[src/rtl/core/lss_pkg.sv]
// Shared types and constants for the least-squares slope block.
// No dependencies; every other file in rtl/core imports this package.
package lss_pkg;

  localparam int MAX_SAMPLES     = 256;
  localparam int SAMPLE_BITS     = 24;
  localparam int SLOPE_FRAC_BITS = 16;

  // Fixed port field widths
  localparam int FIELD_W = 24;
  localparam int SLOPE_W = 32;

  // Accumulator and finalize widths
  localparam int COUNT_W  = $clog2(MAX_SAMPLES + 1);
  localparam int PROD_W   = 2 * SAMPLE_BITS;
  localparam int SXY_W    = 56;
  localparam int SX_W     = 32;
  localparam int WIDE_W   = COUNT_W + SXY_W + 2;
  localparam int MAG_W    = 64;
  localparam int DIV_BITS = MAG_W + SLOPE_FRAC_BITS;
  localparam int DCNT_W   = $clog2(DIV_BITS);

  localparam logic [SLOPE_W-1:0] SAT_POS = {1'b0, {(SLOPE_W-1){1'b1}}};
  localparam logic [SLOPE_W-1:0] SAT_NEG = {1'b1, {(SLOPE_W-1){1'b0}}};

  typedef enum logic [2:0] {
    ST_ACCUM,
    ST_DRAIN,
    ST_MUL_NUM,
    ST_MUL_DEN,
    ST_DIFF,
    ST_DIV_SETUP,
    ST_DIV,
    ST_RESULT
  } lss_state_t;

  typedef struct packed {
    logic accept;
    logic clear;
    logic mul_num;
    logic mul_den;
    logic diff;
    logic div_setup;
    logic div_step;
    logic load_out;
  } lss_cmd_t;

  typedef struct packed {
    logic pipe_busy;
    logic div_done;
    logic out_free;
  } lss_stat_t;

endpackage

[src/rtl/core/lss_ctrl.sv]
// Sequencing FSM: accumulate, drain, finalize products, divide, emit.
// Depends on lss_pkg (state enum, command and status structs).
module lss_ctrl import lss_pkg::*; (
  input  logic      clk,
  input  logic      rst_n,
  input  logic      in_valid,
  input  logic      in_last,
  output logic      in_ready,
  input  lss_stat_t stat,
  output lss_cmd_t  cmd
);

  lss_state_t state_r, state_nxt;

  always_ff @(posedge clk) begin
    if (!rst_n) begin
      state_r <= ST_ACCUM;
    end else begin
      state_r <= state_nxt;
    end
  end

  always_comb begin
    state_nxt = state_r;
    unique case (state_r)
      ST_ACCUM: begin
        if (in_valid && in_last) state_nxt = ST_DRAIN;
      end
      ST_DRAIN: begin
        if (!stat.pipe_busy) state_nxt = ST_MUL_NUM;
      end
      ST_MUL_NUM:   state_nxt = ST_MUL_DEN;
      ST_MUL_DEN:   state_nxt = ST_DIFF;
      ST_DIFF:      state_nxt = ST_DIV_SETUP;
      ST_DIV_SETUP: state_nxt = ST_DIV;
      ST_DIV: begin
        if (stat.div_done) state_nxt = ST_RESULT;
      end
      ST_RESULT: begin
        if (stat.out_free) state_nxt = ST_ACCUM;
      end
      default: state_nxt = ST_ACCUM;
    endcase
  end

  always_comb begin
    cmd      = '0;
    in_ready = 1'b0;
    unique case (state_r)
      ST_ACCUM: begin
        in_ready   = 1'b1;
        cmd.accept = in_valid;
      end
      ST_DRAIN:     ;
      ST_MUL_NUM:   cmd.mul_num   = 1'b1;
      ST_MUL_DEN:   cmd.mul_den   = 1'b1;
      ST_DIFF:      cmd.diff      = 1'b1;
      ST_DIV_SETUP: cmd.div_setup = 1'b1;
      ST_DIV:       cmd.div_step  = 1'b1;
      ST_RESULT: begin
        cmd.load_out = stat.out_free;
        cmd.clear    = stat.out_free;
      end
      default: ;
    endcase
  end

endmodule

[config.mk]
export PLATFORM = sky130hd
export DESIGN_NAME = lss_ctrl
export DESIGN_NICKNAME = d
export VERILOG_FILES = /design/src/rtl/core/lss_pkg.sv /design/src/rtl/core/lss_ctrl.sv
export SDC_FILE = /design/constraint.sdc
export NUM_CORES = 1
export LEC_CHECK = 0
export ABC_AREA = 1
export BUFFER_PORTS_ARGS = -buffer_cell sky130_fd_sc_hd__buf_4
export CAP_MARGIN = 20
export CORE_AREA = 2 2 39 41
export CTS_CLUSTER_DIAMETER = 30
export DETAILED_ROUTE_END_ITERATION = 10
export DIE_AREA = 0 0 41 43
export GPL_ROUTABILITY_DRIVEN = 1
export RECOVER_POWER = 50
export SKIP_LAST_GASP = 1
export SLEW_MARGIN = 20
export SYNTH_ARGS = -nofsm -noshare
export SYNTH_HDL_FRONTEND = slang
export SYNTH_SLANG_ARGS = --single-unit
[constraint.sdc]
create_clock -name clk -period 2.35 [get_ports clk]
set_input_delay 0.3525 -clock clk [delete_from_list [all_inputs] [get_ports clk]]
set_output_delay 0.3525 -clock clk [all_outputs]
set_load 0.02 [all_outputs]
# Word-level counts from Yosys, hierarchy flattened
# Cells that the tools add are included.
word_totals:
  out_inout_bits: 9
  word_cells: 28
  input_bits: 7
  reg_bits: 3
classes:
  n_reduce_logical: 3
  eq_ne: 11
  mux: 13
op_table:
  columns: ["op", "n"]
  rows:
  - ["$pmux W3 S8", 1]
  - ["$eq A3 B3 Y1 const B", 4]
  - ["$mux W3", 4]
  - ["$mux W1", 8]
  - ["$ne A2 B2 Y1 const B", 4]
  - ["$eq A3 B2 Y1 const B", 2]
  - ["$reduce_and A4 Y1", 1]
  - ["$eq A3 B1 Y1 const B", 1]
  - ["$logic_not A3 Y1", 1]
  - ["$logic_and A1 B1 Y1", 1]

# Logic depth before layout (Yosys ltp)
depth:
  depth_word: 3
  mapped_depth: 8
  depth_no_buf: 8

# Worst setup path after synthesis
# OpenSTA, ideal clock, no wires.
synth_timing:
  kind: "flip-flop to output port"
  from: "register state_r[0]"
  to: "output port cmd[6] (netlist name)"
  path_stages_with_launch: 5
  arrival_time_ps: 1074
  required_time_ps: 1997
  path_slack_ps: 923
  path_buffers: 2
  path_cell_list: "dfxtp_1 buf_6 nand3_1 nor2_1 buf_4"
synth_lines:
  columns: ["element", "line", "text"]
  rows:
  - ["start, declared", "lss_ctrl.sv:13", "lss_state_t state_r, state_nxt;"]
  - ["start signal, assigned", "lss_ctrl.sv:19", "state_r <= state_nxt;"]
  - ["end, declared", "lss_ctrl.sv:10", "output lss_cmd_t cmd"]

==> impl_metrics.env <==
export IMPL_status="finished clean"
export IMPL_path_class="reg -> out"
export IMPL_fp_dieH_um=43
export IMPL_synth_top_area_share_pct=22.1
export IMPL_critPathRequiredTime_ps=2000
export IMPL_start_kind="flop"
export IMPL_yosys_warnings=0
export IMPL_first_iter_violations=0
export IMPL_dpl_hpwl_um=535
export IMPL_postCtsSetupBuffers=0
export IMPL_drive_above_1_share_pct=31.7
export IMPL_ios=16
export IMPL_root_buffer="clkbuf_4"
export IMPL_end_kind="primary output"
export IMPL_ctsHoldBuffers=0
export IMPL_largestRegisters="state_r x3"
export IMPL_syn_instance_count=47
export IMPL_start_util_pct=19.6
export IMPL_nFillCells=160
export IMPL_fp_row_count=14
export IMPL_nets=71
export IMPL_htreeDepth=1
export IMPL_wl_um=656
export IMPL_path_cells="inv_1, nor3_1, buf_4"
export IMPL_finalPower_w=0.000253
export IMPL_core_region_area_um2=1380
export IMPL_wl_met3_um=42
export IMPL_synth_avg_cell_area_um2=5.78
export IMPL_numPortBuffers=15
export IMPL_clock_sinks=3
export IMPL_min_path_cells=3
export IMPL_fp_dieArea_um2=1760
export IMPL_antenna_cells=0
export IMPL_relSlewSlack_pct=76.8
export IMPL_multi_input_area_um2=145
export IMPL_top_layer="met3"
export IMPL_min_period_ps=1570
export IMPL_cpMaxStageDelayCell="dfxtp_1"
export IMPL_ir_drop_mv=0.191
export IMPL_cts_buffers=3
export IMPL_drt_pre_antenna_iters=1
export IMPL_reg2reg_depth=7
export IMPL_grt_overflow_total=0
export IMPL_synthTopCellsByArea="dfxtp_1 (22%), nor2_1 (15%), inv_1 (9.7%), buf_6 (8.3%), nand2_1 (8.3%)"
export IMPL_cts_clk_slew_worst_paths_ps=40
export IMPL_period_share_pct=67.0
export IMPL_tns_ps=0
export IMPL_fmax_mhz=636
export IMPL_seq_area_um2=60.1
export IMPL_cts_resized=0
export IMPL_grt_first_pass_wirelength_um=966
export IMPL_avgRoutedWirePerCell_um=8.30
export IMPL_top_register="state_r"
export IMPL_place_gp_congestion=0.676
export IMPL_syn_nets=54
export IMPL_hp_class="in -> reg"
export IMPL_drcViolationCount=0
export IMPL_cts_buffer_depth=2
export IMPL_ys_types=16
export IMPL_cp_depth=3
export IMPL_worstPathArrival_ps=1220
export IMPL_whs_ps=327
export IMPL_power_density_nw_per_um2=648
export IMPL_largest_reg_flops=3
export IMPL_ys_ff_latch=3
export IMPL_cts_tree="done"
export IMPL_worst_slew_pin_slew_ps=347
export IMPL_syn_area_um2=272
export IMPL_grt_pass1_vias=287
export IMPL_vias_per_cell=4.05
export IMPL_area_growth_pct=43.8
export IMPL_via_count=320
export IMPL_maxCapViolations=0
export IMPL_setup_viol=0
export IMPL_grt_use_total_pct=8.12
export IMPL_grt_max_degree=12
export IMPL_p_leak_nw=0.224
export IMPL_path_buf_inv=2
export IMPL_worstPathMaxFanout=11
export IMPL_clk_latency_ps=230
export IMPL_finalHoldViolCount=0
export IMPL_max_stage_delay_ps=510
export IMPL_antenna_found_initial=0
export IMPL_synth_top_area_cell="dfxtp_1"
export IMPL_fp_dieW_um=41
export IMPL_slew_viol_final=0
export IMPL_route_met2_wl_um=337
export IMPL_rsz0062_at_grt="no"
export IMPL_fin_skew_ps=0.883
export IMPL_antenna_left=0
export IMPL_wl_met1_um=275
export IMPL_seq_area_frac_synth_pct=22.1
export IMPL_path_delay_family="flip-flops"
[power by group]
part	total, W	switching (W)	internal [W]
logic	0.0000892	0.0000525	0.0000367
clock network	0.0000886	0.0000251	0.0000635
registers	0.0000752	0.0000173	0.0000579
[cells in the mapped netlist]
cell and instances:
a21oi_1 2, and3_1 1, buf_4 1, buf_6 2
dfxtp_1 3, inv_1 7, inv_2 2, nand2_1 6
nand2_2 1, nand3_1 3, nand3_2 1, nor2_1 11
nor2_2 1, nor3_1 4, o21ai_0 1, o21ai_1 1
[per-stage QoR]
stage / cells / util, % / setup WS (ps) / cell area, um^2
floorplan: 47 / - / 923 / 272
global placement: 75 / 27.0 / 1040 / 374
detailed placement: 75 / 27.0 / 994 / 374
CTS: 79 / 28.9 / 736 / 400
global route: 79 / 28.2 / 690 / 390
finish: 79 / 28.2 / 777 / 390
[layer usage]
metal	global-route usage, %	up-vias
met5	0	-
met4	6.00	0
met3	1.57	0
met2	14.1	8
met1	7.67	136
li1	-	176
[cell families after synthesis]
| family | synth area share [%] |
|---|---|
| buf+inv | 23.5 |
| flops | 22.1 |
| compound gates | 7.37 |
| simple gates | 47.0 |
[cell type report]
| cell class | count | share of cell area [%] |
|---|---|---|
| sequential | 3 | 15.4 |
| inverter | 9 | 8.65 |
| multi-input combinational | 32 | 37.2 |
| clock buffer | 4 | 6.73 |
| timing repair buffer | 15 | 26.9 |
| tap | 16 | 5.13 |
[path summary, 6_finish.rpt]
kind	from	endpoint	slack, ps
setup / recovery	state_r[0]	cmd[2]	780
hold / removal	rst_n	state_r[1]	330
setup reg to reg	state_r[0]	state_r[2]	1020
hold reg to reg	state_r[0]	state_r[0]	660
[cell usage in the layout (no fill, tap or decap), drive strengths merged]
cell type and n:
inv 9, a21oi 2, nor2 12, clkbuf 6, nand2 7, nand3 4
o21ai 2, dfxtp 3, nor3 4, and3 1, buf 13
[worst register-to-register path: stages (launching register included)]
cell	delay, ps
dfxtp_1	510
inv_1	120
nand3_1	120
nor2_1	50
nor2_1	180
o21ai_0	130
nand2_1	80
inv_1	30
No activity file was read; power rests on OpenSTA's default activity.
